===== src/rtl/hmt_pkg.sv =====
package hmt_pkg;

	localparam int MEMBERS_DEF = 32;
	localparam int ID_W        = 32;
	localparam int PORT_W      = 16;
	localparam int HB_W        = 32;
	localparam int TIME_W      = 32;
	localparam int PERIOD_W    = 16;
	localparam int CNT_OUT_W   = 6;
	localparam int CFG_IDX_W   = 3;
	localparam int CFG_DATA_W  = 32;

	localparam logic [HB_W-1:0] HB_FAILED = 32'hFFFF_FFFF;
	localparam logic [HB_W-1:0] HB_MAXPOS = 32'h7FFF_FFFF;

	localparam logic CMD_REPORT = 1'b0;
	localparam logic CMD_TICK   = 1'b1;

	localparam logic [PERIOD_W-1:0] FAIL_TO_RST   = 16'd5;
	localparam logic [PERIOD_W-1:0] REMOVE_TO_RST = 16'd20;
	localparam logic [PERIOD_W-1:0] PERIOD_RST    = 16'd4;

	typedef enum logic [1:0] {
		KIND_REPORT  = 2'd0,
		KIND_REMOVED = 2'd1,
		KIND_TICK    = 2'd2
	} hmt_kind_t;

	typedef enum logic [CFG_IDX_W-1:0] {
		REG_SELF_ID        = 3'd0,
		REG_SELF_PORT      = 3'd1,
		REG_FAIL_TIMEOUT   = 3'd2,
		REG_REMOVE_TIMEOUT = 3'd3,
		REG_GOSSIP_PERIOD  = 3'd4
	} hmt_reg_t;

	typedef struct packed {
		logic                     cmd;
		logic [ID_W-1:0]          node_id;
		logic [PORT_W-1:0]        node_port;
		logic signed [HB_W-1:0]   heartbeat;
	} hmt_in_t;

	typedef struct packed {
		hmt_kind_t                kind;
		logic [ID_W-1:0]          out_id;
		logic [PORT_W-1:0]        out_port;
		logic                     was_new;
		logic                     table_full;
		logic [CNT_OUT_W-1:0]     member_count;
		logic                     gossip_due;
		logic                     last;
	} hmt_out_t;

	typedef struct packed {
		logic [ID_W-1:0]   id;
		logic [PORT_W-1:0] port;
		logic [HB_W-1:0]   hb;
		logic [TIME_W-1:0] stamp;
	} hmt_ent_t;

	typedef struct packed {
		logic                busy;
		logic [PERIOD_W-1:0] rem;
	} hmt_mod_stat_t;

	function automatic logic hb_less(logic [HB_W-1:0] a, logic [HB_W-1:0] b);
		return $signed(a) < $signed(b);
	endfunction

endpackage


===== src/rtl/hmt_ram.sv =====
module hmt_ram #(
	parameter int WIDTH = 8,
	parameter int DEPTH = 32
) (
	input  logic                     clk,
	input  logic                     we,
	input  logic [$clog2(DEPTH)-1:0] waddr,
	input  logic [WIDTH-1:0]         wdata,
	input  logic [$clog2(DEPTH)-1:0] raddr,
	output logic [WIDTH-1:0]         rdata
);

	logic [WIDTH-1:0] mem_q [DEPTH];

	always_ff @(posedge clk) begin
		if (we) begin
			mem_q[waddr] <= wdata;
		end
		rdata <= mem_q[raddr];
	end

endmodule


===== src/rtl/hmt_mod.sv =====
module hmt_mod (
	input  logic                             clk,
	input  logic                             arst_n,
	input  logic                             start,
	input  logic [hmt_pkg::TIME_W-1:0]       dividend,
	input  logic [hmt_pkg::PERIOD_W-1:0]     divisor,
	output hmt_pkg::hmt_mod_stat_t           stat
);
	import hmt_pkg::*;

	localparam int STEP_W = $clog2(TIME_W);
	localparam logic [STEP_W-1:0] LAST_STEP = STEP_W'(TIME_W - 1);

	logic                busy_q;
	logic [STEP_W-1:0]   step_q;
	logic [TIME_W-1:0]   quo_q;
	logic [PERIOD_W-1:0] div_q;
	logic [PERIOD_W-1:0] rem_q;
	logic [PERIOD_W:0]   trial;
	logic [PERIOD_W-1:0] rem_next;

	// restoring remainder, one dividend bit per cycle
	always_comb begin
		trial = {rem_q, quo_q[TIME_W-1]};
		if (trial >= {1'b0, div_q}) begin
			rem_next = PERIOD_W'(trial - {1'b0, div_q});
		end else begin
			rem_next = trial[PERIOD_W-1:0];
		end
	end

	always_ff @(posedge clk or negedge arst_n) begin
		if (!arst_n) begin
			busy_q <= 1'b0;
			step_q <= '0;
		end else if (start) begin
			busy_q <= 1'b1;
			step_q <= '0;
		end else if (busy_q) begin
			step_q <= step_q + STEP_W'(1);
			if (step_q == LAST_STEP) begin
				busy_q <= 1'b0;
			end
		end
	end

	always_ff @(posedge clk) begin
		if (start) begin
			quo_q <= dividend;
			div_q <= divisor;
			rem_q <= '0;
		end else if (busy_q) begin
			quo_q <= quo_q << 1;
			rem_q <= rem_next;
		end
	end

	assign stat = '{busy: busy_q, rem: rem_q};

endmodule


===== src/rtl/heartbeat_membership_table_unit.sv =====
// Heartbeat membership table with failure detection.
// Items enter on start while busy is low; item.cmd selects a heartbeat report
// (node_id, node_port, heartbeat) or a local time tick. Config registers are
// written through cfg_valid/cfg_ready/cfg_index/cfg_data; the user must
// write them only while the block is idle, which the block does not enforce.
// cfg_ready is always high and unknown indexes are dropped. Results appear on
// result for one cycle each, marked by result_valid, and the receiver cannot
// stall them; result.last marks the final one of an item. A report walks every
// slot once through the shared compare unit, then does one update before its
// result. A tick adds a second walk that ages slots and emits one removal
// result per freed slot in slot order, then the tick-done result; the 32-step
// gossip remainder runs alongside, and the tick-done result waits for it.
// One item is in flight at a time: busy drops with the final result.
// Reset empties the table, clears local time and loads the register defaults.
module heartbeat_membership_table_unit #(
	parameter int MEMBERS = hmt_pkg::MEMBERS_DEF
) (
	input  logic                              clk,
	input  logic                              arst_n,
	input  logic                              start,
	output logic                              busy,
	input  hmt_pkg::hmt_in_t                  item,
	output logic                              result_valid,
	output hmt_pkg::hmt_out_t                 result,
	input  logic                              cfg_valid,
	output logic                              cfg_ready,
	input  logic [hmt_pkg::CFG_IDX_W-1:0]     cfg_index,
	input  logic [hmt_pkg::CFG_DATA_W-1:0]    cfg_data
);
	import hmt_pkg::*;

	localparam int IDX_W = $clog2(MEMBERS);
	localparam int CNT_W = $clog2(MEMBERS + 1);
	localparam int ENT_W = $bits(hmt_ent_t);
	localparam logic [IDX_W-1:0] LAST_IDX = IDX_W'(MEMBERS - 1);

	typedef enum logic [6:0] {
		ST_IDLE = 7'b0000001,
		ST_TIME = 7'b0000010,
		ST_PREP = 7'b0000100,
		ST_SCAN = 7'b0001000,
		ST_UPD  = 7'b0010000,
		ST_WALK = 7'b0100000,
		ST_DONE = 7'b1000000
	} hmt_state_t;

	hmt_state_t          state_q;

	logic [ID_W-1:0]     self_id_q;
	logic [PORT_W-1:0]   self_port_q;
	logic [PERIOD_W-1:0] fail_to_q;
	logic [PERIOD_W-1:0] rm_to_q;
	logic [PERIOD_W-1:0] period_q;

	logic [TIME_W-1:0]   lt_q;
	logic                fail_ok_q;
	logic                rm_ok_q;
	logic [TIME_W-1:0]   fail_thr_q;
	logic [TIME_W-1:0]   rm_thr_q;

	logic                tick_q;
	logic [ID_W-1:0]     key_id_q;
	logic [PORT_W-1:0]   key_port_q;
	logic [HB_W-1:0]     key_hb_q;

	logic [MEMBERS-1:0]  valid_q;
	logic [MEMBERS-1:0]  fail_mask_q;
	logic [MEMBERS-1:0]  rm_mask_q;
	logic [CNT_W-1:0]    cnt_q;
	logic [CNT_W-1:0]    rm_n_q;

	logic                match_q;
	logic [IDX_W-1:0]    match_idx_q;
	logic [HB_W-1:0]     match_hb_q;
	logic                free_q;
	logic [IDX_W-1:0]    free_idx_q;
	logic                was_new_q;
	logic                full_q;

	logic [IDX_W-1:0]    idx_q;
	logic                iss_q;
	logic                chk_vld_s1;
	logic [IDX_W-1:0]    chk_idx_s1;

	logic                result_valid_q;
	hmt_out_t            result_q;

	logic                ram_we;
	logic [IDX_W-1:0]    ram_waddr;
	hmt_ent_t            ram_wdata;
	hmt_ent_t            ram_rdata;
	logic [ENT_W-1:0]    ram_rbits;

	hmt_mod_stat_t       mod_stat;
	logic                mod_start;

	logic                walking;
	logic                walk_last;
	logic                upd;
	logic                add;
	logic                drop;
	logic                hit;
	logic                fail_aged;
	logic                rm_aged;
	logic [CNT_W-1:0]    rm_eff;
	logic [CNT_W-1:0]    cnt_next;
	logic [TIME_W-1:0]   lt_next;

	assign busy         = state_q != ST_IDLE;
	assign cfg_ready    = 1'b1;
	assign result_valid = result_valid_q;
	assign result       = result_q;
	assign ram_rdata    = hmt_ent_t'(ram_rbits);
	assign mod_start    = state_q == ST_PREP;

	assign walking   = state_q == ST_SCAN || state_q == ST_WALK;
	assign walk_last = chk_vld_s1 && chk_idx_s1 == LAST_IDX;
	assign lt_next   = lt_q + TIME_W'(lt_q != '1);

	// shared slot compare unit
	assign hit = valid_q[chk_idx_s1] && ram_rdata.id == key_id_q
		&& ram_rdata.port == key_port_q;
	assign fail_aged = tick_q && fail_ok_q && ram_rdata.stamp < fail_thr_q;
	assign rm_aged   = tick_q && rm_ok_q && ram_rdata.stamp < rm_thr_q;

	assign upd  = match_q && match_hb_q != HB_FAILED && hb_less(match_hb_q, key_hb_q);
	assign add  = !match_q && key_hb_q != HB_FAILED && free_q;
	assign drop = !match_q && key_hb_q != HB_FAILED && !free_q;
	assign rm_eff   = rm_n_q - CNT_W'(upd && rm_mask_q[match_idx_q]);
	assign cnt_next = cnt_q + CNT_W'(add) - rm_eff;

	always_comb begin
		ram_we    = 1'b0;
		ram_waddr = match_idx_q;
		ram_wdata = '{id: key_id_q, port: key_port_q, hb: key_hb_q, stamp: lt_q};
		if (state_q == ST_UPD) begin
			if (upd) begin
				ram_we = 1'b1;
			end else if (add) begin
				ram_we    = 1'b1;
				ram_waddr = free_idx_q;
			end
		end else if (state_q == ST_WALK && chk_vld_s1 && fail_mask_q[chk_idx_s1]) begin
			ram_we       = 1'b1;
			ram_waddr    = chk_idx_s1;
			ram_wdata    = ram_rdata;
			ram_wdata.hb = HB_FAILED;
		end
	end

	hmt_ram #(
		.WIDTH(ENT_W),
		.DEPTH(MEMBERS)
	) u_slots (
		.clk  (clk),
		.we   (ram_we),
		.waddr(ram_waddr),
		.wdata(ram_wdata),
		.raddr(idx_q),
		.rdata(ram_rbits)
	);

	hmt_mod u_mod (
		.clk     (clk),
		.arst_n  (arst_n),
		.start   (mod_start),
		.dividend(lt_q),
		.divisor (period_q),
		.stat    (mod_stat)
	);

	always_ff @(posedge clk or negedge arst_n) begin
		if (!arst_n) begin
			self_id_q   <= '0;
			self_port_q <= '0;
			fail_to_q   <= FAIL_TO_RST;
			rm_to_q     <= REMOVE_TO_RST;
			period_q    <= PERIOD_RST;
		end else if (cfg_valid && cfg_ready) begin
			unique case (cfg_index)
				REG_SELF_ID:        self_id_q   <= cfg_data;
				REG_SELF_PORT:      self_port_q <= cfg_data[PORT_W-1:0];
				REG_FAIL_TIMEOUT:   fail_to_q   <= cfg_data[PERIOD_W-1:0];
				REG_REMOVE_TIMEOUT: rm_to_q     <= cfg_data[PERIOD_W-1:0];
				REG_GOSSIP_PERIOD:  period_q    <= cfg_data[PERIOD_W-1:0];
				default: ;
			endcase
		end
	end

	// slot walker: read issue, then compare in the next cycle
	always_ff @(posedge clk or negedge arst_n) begin
		if (!arst_n) begin
			idx_q      <= '0;
			iss_q      <= 1'b0;
			chk_vld_s1 <= 1'b0;
			chk_idx_s1 <= '0;
		end else if (walking && iss_q) begin
			chk_vld_s1 <= 1'b1;
			chk_idx_s1 <= idx_q;
			if (idx_q == LAST_IDX) begin
				iss_q <= 1'b0;
			end else begin
				idx_q <= idx_q + IDX_W'(1);
			end
		end else begin
			chk_vld_s1 <= 1'b0;
			if ((state_q == ST_IDLE && start) || state_q == ST_PREP
				|| (state_q == ST_UPD && tick_q)) begin
				idx_q <= '0;
				iss_q <= 1'b1;
			end
		end
	end

	always_ff @(posedge clk or negedge arst_n) begin
		if (!arst_n) begin
			result_valid_q <= 1'b0;
		end else begin
			result_valid_q <= (state_q == ST_WALK && chk_vld_s1 && rm_mask_q[chk_idx_s1])
				|| (state_q == ST_DONE && (!tick_q || !mod_stat.busy));
		end
	end

	always_ff @(posedge clk or negedge arst_n) begin
		if (!arst_n) begin
			state_q        <= ST_IDLE;
			lt_q           <= '0;
			valid_q        <= '0;
			fail_mask_q    <= '0;
			rm_mask_q      <= '0;
			cnt_q          <= '0;
			rm_n_q         <= '0;
			match_q        <= 1'b0;
			free_q         <= 1'b0;
			was_new_q      <= 1'b0;
			full_q         <= 1'b0;
			tick_q         <= 1'b0;
		end else begin
			unique case (state_q)
				ST_IDLE: begin
					if (start) begin
						tick_q      <= item.cmd == CMD_TICK;
						match_q     <= 1'b0;
						free_q      <= 1'b0;
						fail_mask_q <= '0;
						rm_mask_q   <= '0;
						rm_n_q      <= '0;
						state_q     <= item.cmd == CMD_TICK ? ST_TIME : ST_SCAN;
					end
				end
				ST_TIME: begin
					lt_q    <= lt_next;
					state_q <= ST_PREP;
				end
				ST_PREP: begin
					state_q <= ST_SCAN;
				end
				ST_SCAN: begin
					if (chk_vld_s1) begin
						if (valid_q[chk_idx_s1]) begin
							if (!match_q && hit) begin
								match_q <= 1'b1;
							end
							fail_mask_q[chk_idx_s1] <= fail_aged;
							rm_mask_q[chk_idx_s1]   <= rm_aged;
							rm_n_q <= rm_n_q + CNT_W'(rm_aged);
						end else if (!free_q) begin
							free_q <= 1'b1;
						end
					end
					if (walk_last) begin
						state_q <= ST_UPD;
					end
				end
				ST_UPD: begin
					was_new_q <= add;
					full_q    <= drop;
					cnt_q     <= cnt_next;
					if (upd) begin
						fail_mask_q[match_idx_q] <= 1'b0;
						rm_mask_q[match_idx_q]   <= 1'b0;
					end
					if (add) begin
						valid_q[free_idx_q] <= 1'b1;
					end
					state_q <= tick_q ? ST_WALK : ST_DONE;
				end
				ST_WALK: begin
					if (chk_vld_s1 && rm_mask_q[chk_idx_s1]) begin
						valid_q[chk_idx_s1] <= 1'b0;
					end
					if (walk_last) begin
						state_q <= ST_DONE;
					end
				end
				ST_DONE: begin
					if (!tick_q || !mod_stat.busy) begin
						state_q <= ST_IDLE;
					end
				end
				default: state_q <= ST_IDLE;
			endcase
		end
	end

	// payload registers
	always_ff @(posedge clk) begin
		if (state_q == ST_IDLE && start) begin
			key_id_q   <= item.node_id;
			key_port_q <= item.node_port;
			key_hb_q   <= item.heartbeat;
		end
		if (state_q == ST_PREP) begin
			key_id_q   <= self_id_q;
			key_port_q <= self_port_q;
			key_hb_q   <= lt_q[TIME_W-1] ? HB_MAXPOS : lt_q;
			fail_ok_q  <= lt_q >= TIME_W'(fail_to_q);
			rm_ok_q    <= lt_q >= TIME_W'(rm_to_q);
			fail_thr_q <= lt_q - TIME_W'(fail_to_q);
			rm_thr_q   <= lt_q - TIME_W'(rm_to_q);
		end
		if (state_q == ST_SCAN && chk_vld_s1) begin
			if (!match_q && hit) begin
				match_idx_q <= chk_idx_s1;
				match_hb_q  <= ram_rdata.hb;
			end
			if (!valid_q[chk_idx_s1] && !free_q) begin
				free_idx_q <= chk_idx_s1;
			end
		end
		if (state_q == ST_WALK && chk_vld_s1 && rm_mask_q[chk_idx_s1]) begin
			result_q <= '{kind: KIND_REMOVED, out_id: ram_rdata.id,
				out_port: ram_rdata.port, was_new: 1'b0, table_full: 1'b0,
				member_count: CNT_OUT_W'(cnt_q), gossip_due: 1'b0, last: 1'b0};
		end
		if (state_q == ST_DONE) begin
			result_q <= '{kind: tick_q ? KIND_TICK : KIND_REPORT, out_id: '0,
				out_port: '0, was_new: was_new_q, table_full: full_q,
				member_count: CNT_OUT_W'(cnt_q),
				gossip_due: tick_q && period_q != '0 && mod_stat.rem == '0,
				last: 1'b1};
		end
	end

	a_start_busy: assert property (@(posedge clk) disable iff (!arst_n)
		start && !busy |=> busy)
		else $error("accepted item did not make the block busy");

	a_last_idle: assert property (@(posedge clk) disable iff (!arst_n)
		result_valid && result.last |-> !busy)
		else $error("final result while still busy");

	a_removed_mid: assert property (@(posedge clk) disable iff (!arst_n)
		result_valid && result.kind == KIND_REMOVED |-> busy && !result.last)
		else $error("removal result outside a tick");

	a_count_range: assert property (@(posedge clk) disable iff (!arst_n)
		result_valid |-> result.member_count <= CNT_OUT_W'(MEMBERS))
		else $error("member count above table size");

endmodule

===== config.mk =====
export PLATFORM = sky130hd
export DESIGN_NAME = heartbeat_membership_table_unit
export DESIGN_NICKNAME = d
export VERILOG_FILES = /design/src/rtl/hmt_pkg.sv /design/src/rtl/hmt_ram.sv /design/src/rtl/hmt_mod.sv /design/src/rtl/heartbeat_membership_table_unit.sv
export SDC_FILE = /design/constraint.sdc
export NUM_CORES = 2
export LEC_CHECK = 0
export CAP_MARGIN = 40
export CORE_ASPECT_RATIO = 0.6
export CORE_MARGIN = 3
export CORE_UTILIZATION = 40
export DETAILED_ROUTE_END_ITERATION = 6
export DONT_BUFFER_PORTS = 1
export PLACE_DENSITY_LB_ADDON = 0.3
export SETUP_SLACK_MARGIN = 0.15
export SYNTH_ARGS = -nofsm -noshare
export SYNTH_HDL_FRONTEND = slang
export SYNTH_SLANG_ARGS = --single-unit

===== constraint.sdc =====
create_clock -name clk -period 7.73 [get_ports clk]
set_input_delay 1.546 -clock clk [delete_from_list [all_inputs] [get_ports clk]]
set_output_delay 1.546 -clock clk [all_outputs]
set_load 0.05 [all_outputs]

==> flow_summary.ini <==
[timing]
minimum_period_implied_by_the_final_worst_setup_slack_ps = 5970
finalMaxSlewViolations = 0
grt_setup_unrepaired = no
setup_violations = 0
max_freq_ghz = 0.167
setup_skew_after_layout_ps = 80.6
final_hold_viol_count = 0
period_share_pct = 77.3
timing.slew.headroom_pct = 24.3
worst-slew-pin-transition_ps = 1140

[routing]
route.detailed.drc = 0
drt-pass1-iter-count = 6
route.vias.total = 94251
wire_per_inst_um = 34.1
vias_per_cell = 6.11
routed_wirelength_um = 527000
detailedRoute.firstIterationViolations = 14216
postRouteAntennaNets = 0

[die]
die-height_um = 511
die_w_um = 848
placement_rows = 184
pin_count = 183
start_util_pct = 40.4
placeableCoreArea_um2 = 421000
design.die.area_um2 = 433000

[layout]
final_util_pct = 45.7
n_fill_cell = 35128
finalNetCount = 9787
syn2layout_area_growth_pct = 13.2
drive_gt1_share_pct = 20.8

[clock_network]
reg_clk_slew_reported_paths_ps = 80
cts_tree = yes
h-tree-depth = 5
post_cts.resized_instances = 0
ctsLongestPathBuffers = 4
clk_root_buffer_cell = sky130_fd_sc_hd__clkbuf_16
hold_buffers = 0
number_of_buffers_created_by_cts = 377
clock_insertion_delay_worst_skew_ps = 970
cts_setup_buffers = 0
cts_num_sinks = 4275

[synthesis]
synth_seq_area_share_pct = 73.7
synth_enable_flop_cells = 3831
count_of_different_cell_masters_after_synthesis = 84
yosys.area.top_type = sky130_fd_sc_hd__edfxtp_1
synthArstFlopShare_pct = 6.25
dominant_synthesized_flop_cell = sky130_fd_sc_hd__edfxtp_1
ys_top_cells_by_count = 3831 x sky130_fd_sc_hd__edfxtp_1, 901 x sky130_fd_sc_hd__nand2_1, 827 x sky130_fd_sc_hd__mux4_2
netlist_instances = 9294
synth_largest_type_area_fraction_pct = 67.7
number_of_warnings_printed_during_yosys_synthesis = 0
synth_fp_nets = 9577
avgSynthCellArea_um2 = 18.3
most_repeated_cell_in_the_gate_level_netlist_after_synthesis = sky130_fd_sc_hd__edfxtp_1
synth.cell_area_um2 = 170000
synth.area.top_cells = sky130_fd_sc_hd__edfxtp_1 68%, sky130_fd_sc_hd__mux4_2 11%, sky130_fd_sc_hd__dfrtp_1 3.8%
postSynthRegisterBits = 4275

[pwr]
power.total_uw = 57500
worst_ir_drop_vdd_mv = 0.259
power_per_cell_area_nw_per_um2 = 299
p_leak_uw = 0.0640

[placed_design]
finalWeightedCongestion = 0.887
hpwlAfterDp_um = 324000
place.port_buffers = 0

[setup_path]
reg2reg_setup_slack_ps = 1760
reg2reg_from = chk_idx_s1[0]$_DFFE_PN0P_
cp_data_required_time_ps = 8270
worst_setup_path_start_kind = register
reg2reg_to = u_slots.mem_q[7][1]$_DFFE_PP_
worst-r2r-cell-count = 10
worst-path-max-fanout = 24
critPathKind = reg2reg
worst-endpoint-arrival_ps = 6520
setup.worst_path.end_class = register

[run_status]
status = finished, final reports clean

[global_routing]
antenna_found_initial = 51
global_route.peak_usage_layer = met1
global_route.usage.met2_pct = 33.0
grt_overflow_total = 0
pin_count_of_the_biggest_net_entering_global_routing = 268
grt_use_total_pct = 23.7
global_route.usage.met1_pct = 36.9
grt_pass1_vias = 90292
grt_first_pass_wirelength_um = 732000
grtUsageMet3_pct = 6.59

[min_path]
min_path_type = in2async

[job]
drv.max_cap_violation_count = 0
[power by group]
group / internal [uW] / leakage (uW) / switching [uW]
Clock: 10700 / 0.00606 / 8630
Combinational: 4260 / 0.0161 / 6140
Sequential: 26700 / 0.0418 / 1030
[per-layer routing]
metal | wire (um) | share of wire (%)
met4 | 13700 | 2.6
met1 | 226000 | 43
met5 | 90 | 0.017
met2 | 221000 | 42
met3 | 65100 | 12
[cell type report]
cell class / instances / area [um2] / area share, %
Timing Repair Buffer: 331 / 4600 / 2.39
Clock buffer: 490 / 10200 / 5.31
Sequential cell: 4275 / 125000 / 65.1
Inverter: 187 / 709 / 0.369
Multi-Input combinational cell: 4332 / 42400 / 22.0
Tap cell: 5580 / 6980 / 3.63
Antenna cell: 30 / 75.1 / 0.0390
Clock inverter: 200 / 2120 / 1.10
[flip-flops by register name (all words and copies together), names as in the netlist, 32 cells and up]
register / count
fail_mask_q: 32
fail_thr_q: 32
key_hb_q: 32
key_id_q: 32
lt_q: 32
match_hb_q: 32
result: 60
rm_mask_q: 32
rm_thr_q: 32
self_id_q: 32
u_mod.quo_q: 32
u_slots.mem_q: 3584
u_slots.rdata: 112
valid_q: 32
[through the flow]
step / hold slack [ps] / worst slack, ps / cells / area [um2] / setup TNS (ps)
2_1_floorplan: 386 / -9.52 / 9294 / 170000 / -8020
3_3_place_gp: 391 / 1850 / 14614 / 178000 / 0
3_5_place_dp: 389 / 1890 / 14695 / 180000 / 0
4_1_cts: 246 / 1890 / 15385 / 192000 / 0
5_1_grt: 263 / 1670 / 15398 / 192000 / 0
6_report: 313 / 1760 / 15425 / 192000 / 0
[cell families (layout without fill, tap and decap cells)]
| logic type | after synthesis | in the layout | share of synthesized area, % |
|---|---|---|---|
| mux | 1441 | 1441 | 14.7 |
| simple gates | 1459 | 1459 | 3.84 |
| xor+xnor | 159 | 159 | 0.819 |
| flops | 4275 | 4275 | 73.7 |
| fa+ha+maj | 163 | 163 | 1.22 |
| other cells | 1 | 31 | 0.00221 |
| buf+inv | 687 | 1208 | 1.60 |
| compound gates | 1109 | 1109 | 4.09 |
[cell usage in the layout (no fill, tap or decap), types with 25 or more instances in the layout]
cell type                   count
sky130_fd_sc_hd__nor3_1        28
sky130_fd_sc_hd__nor4_1        34
sky130_fd_sc_hd__mux2i_1      378
sky130_fd_sc_hd__nand4_1       86
sky130_fd_sc_hd__mux2_2       236
sky130_fd_sc_hd__nor2b_1       49
sky130_fd_sc_hd__bufinv_16     41
sky130_fd_sc_hd__nand3_1       36
sky130_fd_sc_hd__clkbuf_16    382
sky130_fd_sc_hd__o31ai_1       44
sky130_fd_sc_hd__o22ai_1       90
sky130_fd_sc_hd__clkbuf_8      25
sky130_fd_sc_hd__nor2_4        28
sky130_fd_sc_hd__inv_1        186
sky130_fd_sc_hd__ha_1         158
sky130_fd_sc_hd__a21o_1        39
sky130_fd_sc_hd__a22o_1        37
sky130_fd_sc_hd__xor2_1        77
sky130_fd_sc_hd__clkbuf_1      83
sky130_fd_sc_hd__buf_16        35
sky130_fd_sc_hd__mux4_2       827
sky130_fd_sc_hd__a21oi_1      174
sky130_fd_sc_hd__dfxtp_1      177
sky130_fd_sc_hd__diode_2       30
sky130_fd_sc_hd__buf_8         44
sky130_fd_sc_hd__nor2_1       143
sky130_fd_sc_hd__clkinv_1      62
sky130_fd_sc_hd__nand2_1      898
sky130_fd_sc_hd__dfrtp_1      255
sky130_fd_sc_hd__buf_4        161
sky130_fd_sc_hd__xnor2_1       82
sky130_fd_sc_hd__clkinv_2      69
sky130_fd_sc_hd__edfxtp_1    3831
sky130_fd_sc_hd__o221ai_1     138
sky130_fd_sc_hd__o21ai_0      452
sky130_fd_sc_hd__buf_12        87
[critical path: stages (launching register included)]
cell	delay [ps]
sky130_fd_sc_hd__dfrtp_2	870
sky130_fd_sc_hd__buf_4	490
sky130_fd_sc_hd__mux2i_1	270
sky130_fd_sc_hd__o22ai_1	120
sky130_fd_sc_hd__nor3_2	260
sky130_fd_sc_hd__o21bai_4	130
sky130_fd_sc_hd__and2_4	320
sky130_fd_sc_hd__a221oi_1	720
sky130_fd_sc_hd__nand3b_1	790
sky130_fd_sc_hd__nor2_4	970
sky130_fd_sc_hd__buf_4	600
[how the worst max path moves through the flow]
stage / start / endpoint
after CTS: chk_idx_s1[0]$_DFFE_PN0P_ / u_slots.mem_q[7][1]$_DFFE_PP_
after detailed placement: chk_idx_s1[0]$_DFFE_PN0P_ / u_slots.mem_q[7][17]$_DFFE_PP_
after floorplan: chk_idx_s1[0]$_DFFE_PN0P_ / u_slots.mem_q[10][0]$_DFFE_PP_
after global placement: chk_idx_s1[0]$_DFFE_PN0P_ / u_slots.mem_q[27][4]$_DFFE_PP_
after global routing: chk_idx_s1[0]$_DFFE_PN0P_ / u_slots.mem_q[7][1]$_DFFE_PP_
final: chk_idx_s1[0]$_DFFE_PN0P_ / u_slots.mem_q[7][1]$_DFFE_PP_
Power figures use the tool's default switching activity.
